File: src/design/msbr_pkg.sv
// ----------------------------------------------------------------------------
// msbr_pkg
// Shared types, codes and default sizes for the MSB-first bit reader.
// ----------------------------------------------------------------------------
package msbr_pkg;

    localparam int BUFFER_BYTES_DEF  = 256;
    localparam int MAX_READ_BITS_DEF = 64;

    typedef enum logic [2:0] {
        ACT_WRITE      = 3'd0,
        ACT_RESTART    = 3'd1,
        ACT_READ       = 3'd2,
        ACT_SKIP_BITS  = 3'd3,
        ACT_SKIP_BYTES = 3'd4
    } action_t;

    typedef enum logic [1:0] {
        ST_OK        = 2'd0,
        ST_NOT_ARMED = 2'd1,
        ST_TOO_WIDE  = 2'd2,
        ST_BOUNDS    = 2'd3
    } status_t;

    typedef enum logic [1:0] {
        S_IDLE,
        S_EVAL,
        S_READ,
        S_DONE
    } state_t;

    typedef struct packed {
        logic [2:0]  action;
        logic [7:0]  write_address;
        logic [7:0]  write_byte;
        logic [8:0]  start_byte;
        logic [8:0]  region_size;
        logic [11:0] amount;
    } msbr_cmd_t;

    typedef struct packed {
        logic [63:0] bits_value;
        logic [8:0]  byte_index;
        logic [1:0]  status;
    } msbr_result_t;

    // Decision taken for one item, from the evaluation unit to the sequencer
    typedef struct packed {
        status_t status;
        logic    write_en;
        logic    restart;
        logic    pos_load;
        logic    read_go;
    } msbr_ctrl_t;

endpackage

File: src/design/msbr_eval.sv
// ----------------------------------------------------------------------------
// msbr_eval
// Checks one item against the armed flag, the read width, the region end and,
// for a write, the buffer size; works out the bit position the item leaves.
// ----------------------------------------------------------------------------
module msbr_eval
    import msbr_pkg::*;
#(
    parameter int BUFFER_BYTES  = BUFFER_BYTES_DEF,
    parameter int MAX_READ_BITS = MAX_READ_BITS_DEF,
    parameter int POS_W         = 12
)
(
    input  msbr_cmd_t        cmd,
    input  logic [POS_W-1:0] pos,
    input  logic [8:0]       limit,
    input  logic             armed,
    output msbr_ctrl_t       ctrl,
    output logic [POS_W-1:0] new_pos
);

    localparam int EXT_W = POS_W + 4;

    logic [EXT_W-1:0] pos_x;
    logic [EXT_W-1:0] amt_x;
    logic [EXT_W-1:0] lim_x;
    logic [EXT_W-1:0] end_x;
    logic [EXT_W-1:0] bit_sum;
    logic [EXT_W-1:0] byte_next;
    logic [EXT_W-1:0] byte_end;

    always_comb
    begin
        pos_x = EXT_W'(pos);
        amt_x = EXT_W'(cmd.amount);
        lim_x = EXT_W'(limit);
        if (lim_x > EXT_W'(BUFFER_BYTES))
        begin
            lim_x = EXT_W'(BUFFER_BYTES);
        end
        end_x     = lim_x << 3;
        bit_sum   = pos_x + amt_x;
        // round up to a byte boundary, then add whole bytes
        byte_next = ((pos_x + EXT_W'(7)) >> 3) + amt_x;
        byte_end  = byte_next << 3;
    end

    always_comb
    begin
        ctrl     = '0;
        ctrl.status = ST_OK;
        new_pos  = pos;
        case (cmd.action)
            ACT_WRITE:
            begin
                ctrl.write_en = (32'(cmd.write_address) < 32'(BUFFER_BYTES));
            end
            ACT_RESTART:
            begin
                ctrl.restart  = 1'b1;
                ctrl.pos_load = 1'b1;
                new_pos       = POS_W'({cmd.start_byte, 3'b000});
            end
            ACT_READ:
            begin
                if (!armed)
                    ctrl.status = ST_NOT_ARMED;
                else if (amt_x > EXT_W'(MAX_READ_BITS))
                    ctrl.status = ST_TOO_WIDE;
                else if (bit_sum > end_x)
                    ctrl.status = ST_BOUNDS;
                else
                begin
                    ctrl.pos_load = 1'b1;
                    ctrl.read_go  = (cmd.amount != '0);
                    new_pos       = POS_W'(bit_sum);
                end
            end
            ACT_SKIP_BITS:
            begin
                if (!armed)
                    ctrl.status = ST_NOT_ARMED;
                else if (bit_sum > end_x)
                    ctrl.status = ST_BOUNDS;
                else
                begin
                    ctrl.pos_load = 1'b1;
                    new_pos       = POS_W'(bit_sum);
                end
            end
            ACT_SKIP_BYTES:
            begin
                if (!armed)
                    ctrl.status = ST_NOT_ARMED;
                else if (byte_end > end_x)
                    ctrl.status = ST_BOUNDS;
                else
                begin
                    ctrl.pos_load = 1'b1;
                    new_pos       = POS_W'(byte_end);
                end
            end
            default:
            begin
            end
        endcase
    end

endmodule

File: src/design/msb_first_bit_reader.sv
// ----------------------------------------------------------------------------
// msb_first_bit_reader
// Byte buffer with an MSB-first bit reader: write, restart, read bits,
// skip bits and skip bytes, one result per item.
//
//   channel  | ports                 | handshake
//   ---------+-----------------------+-------------------------------------
//   command  | start, busy, cmd      | taken when start is high, busy low
//   result   | done, result          | valid for the single cycle done is high
//
// A read of n > 0 bits at bit offset o in its byte fetches
// ceil((o+n)/8) bytes (up to nine), one per cycle from the synchronous
// buffer port, in S_READ between S_EVAL and S_DONE; every other item
// goes from S_EVAL straight to S_DONE. busy is low only in S_IDLE, so
// a new item is taken only once the last is through. done rises in the
// last busy cycle. Reset clears position, region end and armed flag;
// buffer contents are not cleared. The receiver cannot stall results.
// ----------------------------------------------------------------------------
module msb_first_bit_reader
    import msbr_pkg::*;
#(
    parameter int BUFFER_BYTES  = BUFFER_BYTES_DEF,
    parameter int MAX_READ_BITS = MAX_READ_BITS_DEF
)
(
    input  logic         clk,
    input  logic         rst_n,
    input  logic         start,
    input  msbr_cmd_t    cmd,
    output logic         busy,
    output logic         done,
    output msbr_result_t result
);

    localparam int POS_W = ($clog2(BUFFER_BYTES * 8 + 1) > 12) ?
                           $clog2(BUFFER_BYTES * 8 + 1) : 12;
    localparam int AW    = $clog2(BUFFER_BYTES);

    state_t           state_reg, state_next;
    msbr_cmd_t        cmd_reg;
    logic [POS_W-1:0] pos_reg;
    logic [8:0]       limit_reg;
    logic             armed_reg;
    status_t          status_reg;
    logic [63:0]      value_reg, value_next;

    logic [AW-1:0]    addr_reg;
    logic [3:0]       iss_left_reg;
    logic [3:0]       rcv_left_reg;
    logic             data_vld_reg;
    logic             first_reg;
    logic [2:0]       off_reg;
    logic [2:0]       drop_reg;
    logic [71:0]      acc_reg;
    logic [71:0]      acc_next;

    logic [7:0]       mem [BUFFER_BYTES];
    logic [7:0]       rdata_reg;
    logic [31:0]      waddr_x;

    msbr_ctrl_t       ctrl;
    logic [POS_W-1:0] new_pos;
    logic             accept;
    logic             in_eval;
    logic             rd_en;
    logic             last_byte;
    logic [6:0]       span;
    logic [2:0]       tail;
    logic [7:0]       fmask;

    msbr_eval #(
        .BUFFER_BYTES  (BUFFER_BYTES),
        .MAX_READ_BITS (MAX_READ_BITS),
        .POS_W         (POS_W)
    ) u_eval (
        .cmd     (cmd_reg),
        .pos     (pos_reg),
        .limit   (limit_reg),
        .armed   (armed_reg),
        .ctrl    (ctrl),
        .new_pos (new_pos)
    );

    // ---------------- sequencer ----------------
    always_comb
    begin
        state_next = state_reg;
        case (state_reg)
            S_IDLE:
            begin
                if (start)
                    state_next = S_EVAL;
            end
            S_EVAL:
            begin
                state_next = ctrl.read_go ? S_READ : S_DONE;
            end
            S_READ:
            begin
                if (last_byte)
                    state_next = S_DONE;
            end
            S_DONE:
            begin
                state_next = S_IDLE;
            end
            default:
            begin
                state_next = S_IDLE;
            end
        endcase
    end

    always_comb
    begin
        busy    = 1'b1;
        done    = 1'b0;
        in_eval = 1'b0;
        rd_en   = 1'b0;
        case (state_reg)
            S_IDLE: busy = 1'b0;
            S_EVAL: in_eval = 1'b1;
            S_READ: rd_en = (iss_left_reg != '0);
            S_DONE: done = 1'b1;
            default: busy = 1'b1;
        endcase
    end

    assign accept    = start && !busy;
    assign last_byte = data_vld_reg && (rcv_left_reg == 4'd1);

    // byte count and trailing bits to drop for a read
    assign span = 7'({4'b0, pos_reg[2:0]}) + cmd_reg.amount[6:0] + 7'd7;
    assign tail = pos_reg[2:0] + cmd_reg.amount[2:0];

    // clear the leading bits of the first byte, then shift bytes in
    assign fmask    = first_reg ? (8'hFF >> off_reg) : 8'hFF;
    assign acc_next = {acc_reg[63:0], rdata_reg & fmask};

    always_comb
    begin
        value_next = value_reg;
        if (in_eval)
            value_next = '0;
        else if (last_byte)
            value_next = 64'(acc_next >> drop_reg);
    end

    always_ff @(posedge clk or negedge rst_n)
    begin
        if (!rst_n)
        begin
            state_reg    <= S_IDLE;
            pos_reg      <= '0;
            limit_reg    <= '0;
            armed_reg    <= 1'b0;
            iss_left_reg <= '0;
            rcv_left_reg <= '0;
            data_vld_reg <= 1'b0;
            first_reg    <= 1'b0;
        end
        else
        begin
            state_reg    <= state_next;
            data_vld_reg <= rd_en;
            if (in_eval)
            begin
                if (ctrl.restart)
                begin
                    limit_reg <= cmd_reg.region_size;
                    armed_reg <= 1'b1;
                end
                if (ctrl.pos_load)
                    pos_reg <= new_pos;
                iss_left_reg <= span[6:3];
                rcv_left_reg <= span[6:3];
                first_reg    <= 1'b1;
            end
            else
            begin
                if (rd_en)
                    iss_left_reg <= iss_left_reg - 4'd1;
                if (data_vld_reg)
                begin
                    rcv_left_reg <= rcv_left_reg - 4'd1;
                    first_reg    <= 1'b0;
                end
            end
        end
    end

    // payload registers
    always_ff @(posedge clk)
    begin
        if (accept)
            cmd_reg <= cmd;
        value_reg <= value_next;
        if (in_eval)
        begin
            status_reg <= ctrl.status;
            addr_reg   <= pos_reg[AW+2:3];
            off_reg    <= pos_reg[2:0];
            drop_reg   <= 3'd0 - tail;
            acc_reg    <= '0;
        end
        else
        begin
            if (rd_en)
                addr_reg <= addr_reg + AW'(1);
            if (data_vld_reg)
                acc_reg <= acc_next;
        end
    end

    // ---------------- byte buffer ----------------
    assign waddr_x = 32'(cmd_reg.write_address);

    always_ff @(posedge clk)
    begin
        if (in_eval && ctrl.write_en)
            mem[waddr_x[AW-1:0]] <= cmd_reg.write_byte;
        if (rd_en)
            rdata_reg <= mem[addr_reg];
    end

    assign result.bits_value = value_reg;
    assign result.byte_index = 9'(pos_reg >> 3);
    assign result.status     = status_reg;

    // ---------------- assertions ----------------
    a_accept_busy: assert property (@(posedge clk) disable iff (!rst_n)
        accept |=> busy)
        else $error("item accepted but block not busy next cycle");

    a_done_release: assert property (@(posedge clk) disable iff (!rst_n)
        done |=> !busy && !done)
        else $error("block did not release after result");

    a_fail_zero: assert property (@(posedge clk) disable iff (!rst_n)
        done && (status_reg != ST_OK) |-> (value_reg == '0))
        else $error("failed item returned nonzero bits");

    a_fetch_in_read: assert property (@(posedge clk) disable iff (!rst_n)
        data_vld_reg |-> (state_reg == S_READ) && (rcv_left_reg != '0))
        else $error("buffer byte returned outside a read");

    a_fetch_count: assert property (@(posedge clk) disable iff (!rst_n)
        (state_reg == S_READ) |-> (iss_left_reg <= rcv_left_reg))
        else $error("byte fetches ran ahead of count");

endmodule

File: config.mk
export PLATFORM = sky130hd
export DESIGN_NAME = msb_first_bit_reader
export DESIGN_NICKNAME = d
export VERILOG_FILES = /design/src/design/msbr_pkg.sv /design/src/design/msbr_eval.sv /design/src/design/msb_first_bit_reader.sv
export SDC_FILE = /design/constraint.sdc
export NUM_CORES = 2
export LEC_CHECK = 0
export BUFFER_PORTS_ARGS = -buffer_cell sky130_fd_sc_hd__buf_2
export CORE_MARGIN = 3
export CORE_UTILIZATION = 57
export CTS_BUF_LIST = sky130_fd_sc_hd__clkbuf_16
export DETAILED_ROUTE_END_ITERATION = 8
export PLACE_DENSITY = 0.83
export SETUP_SLACK_MARGIN = 0.1
export SLEW_MARGIN = 30
export SYNTH_ARGS = -nofsm -noshare
export SYNTH_HDL_FRONTEND = slang
export SYNTH_SLANG_ARGS = --single-unit
File: constraint.sdc
create_clock -name clk -period 4.8 [get_ports clk]
set_input_delay 0.48 -clock clk [delete_from_list [all_inputs] [get_ports clk]]
set_output_delay 0.48 -clock clk [all_outputs]
set_load 0.02 [all_outputs]
==> impl_results.md <==
* Crit. End Element: register
* Setup_tns at 0 ps
* First-pass DRT Iterations at 6
* GRT Util Overall at 30.9%
* Initial DRC count at 7589
* Max-cap viol count at 0
* Die Y-Extent at 406 um
* Synth Net Count at 4585
* IO Port Bufs at 128
* Pwr/cell area at 581 nW/um^2
* Synth area leader: edfxtp_1
* ANT nets after route at 0
* Total CTS buffers at 206
* RSZ-0062 raised after global routing: yes
* Gpl congestion at 0.928
* Syn avg cell area at 20.4 um^2
* H-tree levels at 4
* Clk slew on worst S/H paths at 70 ps
* Core area at 159000 um^2
* Final setup fails at 0
* Vias in the first global route at 49426
* Clk buf depth at 3
* Most common cell in the netlist: edfxtp_1
* Storage element area at 67100 um^2
* Asr flop ratio synth at 1.49%
* Fmax at 214 MHz
* Pin count of the biggest net entering global routing at 245
* Std cell rows at 146
* Routed WL at 253 mm
* Area contributors post-synth: edfxtp_1 (70%), mux4_2 (17%), dfxtp_1 (2.8%)
* Final worst path period share at 97.3%
* Post-synth top cells: edfxtp_1 (2121), mux4_2 (685), nor2_1 (429)
* Synth Flop Type: edfxtp_1
* Proportion of layout cells with a drive suffix above 1 at 27.1%
* Dpl cells at 6530
* Critical Path RT at 5560 ps
* Max Clock Skew at 51.2 ps
* DIE AREA at 165000 um^2
* Number of synthesized flops with an enable pin at 2121
* Post-Syn Instances at 4472
* Initial antenna violation count at 15
* Post-layout util at 64.5%
* Final hold violation count at 0
* Data arrival, critical path at 5430 ps
* GRT overflow at 0
* Die width at 406 um
* Via Count at 49011
* Critical-path maximum fanout at 6
* Post-synth top area share at 69.8%
* Max FFs per register at 2048
* Syn Std Cell Area at 91300 um^2
* Area of the multi-input gates at 23200 um^2
* Critical Path Start Type: register
* First-pass GRT wire length at 363 mm
* Static Leakage at 32.8 nW
* Fin cells at 6991
* DR vias/cell at 7.01
* Post-DP HPWL at 132 mm
* Critical path's slowest cell: dfrtp_1
* CTS tree: built
* # nets final at 4852
* Fillers at 9423
* Worst min path class: input pin to asynchronous set/reset pin
* FF-to-FF setup slack at 130 ps
* CP Class: register to register
* Netlist cell types at 60
* Pins Over Slew Limit at 0
* CTS root buf: clkbuf_16
* Avg WL per Cell at 36.1 um
* CTS Sinks at 2282
* Relative slew slack at 24.0%
* Register area share after synthesis at 73.5%
* Io pins at 129
* Layout area overhead at 12.2%
* Starting Density at 57.5%
* VDD IR-drop max at 0.464 mV
* DRC violations left at 0
* Worst path max stage delay at 380 ps
* Clock latency on the worst-skew pair at 890 ps
* Minimum clock period at 4670 ps
* Synth warnings at 0
* Yosys reg bits at 2282
* Measured slew at the worst slew-check pin at 1140 ps
* Status: complete, no violations
[cells by family (layout without fill, tap and decap cells)]
| group | count (synthesis) | count (layout) | share of synthesized area [%] |
|---|---|---|---|
| AOI/OAI and AO/OA | 276 | 276 | 2.11 |
| buffers and inverters | 311 | 754 | 1.44 |
| other | 0 | 4 | 0 |
| adders and majority gates | 61 | 61 | 0.861 |
| xor gates and xnor gates | 40 | 40 | 0.384 |
| muxes | 855 | 855 | 18.8 |
| DFF | 2282 | 2282 | 73.5 |
| and+or+nand+nor | 647 | 647 | 2.93 |
[metal layers]
metal  wire length [um]  GRT usage (%)  part of all wire [%]
met5                181              0                 0.072
met4              15000           15.0                   5.9
met1              81400           39.3                    32
met3              31600           8.12                    13
met2             124000           50.1                    49
[worst max-delay path, delay by kind of cell (launching register included)]
| family | cells | cell delay (ps) |
|---|---|---|
| flops | 1 | 380 |
| xor+xnor | 2 | 300 |
| simple gates | 9 | 1060 |
| buf+inv | 5 | 730 |
| compound gates | 6 | 1310 |
| fa+ha+maj | 2 | 610 |
| mux | 1 | 180 |
[what timing repair did]
| action | CTS | global route |
|---|---|---|
| resized for setup | 5 | 47 |
| pin swaps | 1 | 26 |
| hold buffers | 51 | 0 |
| setup buffers | 2 | 13 |
| hold endpoints to repair | 84 | 0 |
| endpoints found under the setup margin | 5 | 12 |
| gates cloned | 0 | 0 |
[layout by cell type (no fill, tap or decap), types with 20 or more instances in the layout]
master / n
mux4_2: 685
clkinv_1: 45
edfxtp_1: 2121
inv_1: 83
dlygate4sd3_1: 51
ha_1: 55
nor2_1: 416
nand3_1: 29
mux2i_1: 153
buf_2: 128
dfrtp_1: 33
buf_12: 35
buf_4: 102
nand2_1: 104
o21ai_0: 31
dfxtp_1: 127
a22oi_1: 38
a211oi_1: 61
clkbuf_16: 209
a22o_1: 20
a21oi_1: 41
clkinv_2: 39
[final timing paths]
path / startpoint / endpoint / cells after the start
max: pos_reg[0] / pos_reg[1] / 25
min: rst_n / iss_left_reg[0] / 2
max reg2reg: pos_reg[0] / pos_reg[1] / 25
min reg2reg: cmd_reg[20] / limit_reg[8] / 2
max in group asynchronous: rst_n / data_vld_reg / 2
min in group clk: cmd[44] / cmd_reg[44] / 2
[layout make-up]
type,instances,area share [%]
repair buffers,329,2.80
clock inverters,175,1.29
multi-input cells,1879,22.6
well taps,2072,2.53
diodes,4,0.00977
clock buffers,209,5.10
inverters,41,0.150
flip-flops and latches,2282,65.5
[through the flow]
| stage | hold WS [ps] | worst slack (ps) | power (mW) | cell area (um^2) |
|---|---|---|---|---|
| 5_1_grt | 320 | -97.6 | 60.9 | 102000 |
| 4_1_cts | 281 | 105 | 58.7 | 102000 |
| 6_report | 275 | 128 | 59.5 | 102000 |
| 2_1_floorplan | 184 | 121 | 36.3 | 91300 |
| 3_3_place_gp | 462 | 66.1 | 41.6 | 94800 |
| 3_5_place_dp | 456 | -24.3 | 42.1 | 94900 |
[report_power, final]
group | internal [mW] | switching [mW] | total, mW | leakage, nW
Clock | 8.79 | 7.69 | 16.5 | 3.38
Sequential | 22.8 | 0.617 | 23.4 | 20.5
Combinational | 8.49 | 11.1 | 19.6 | 8.87
Power figures use the tool's default switching activity.
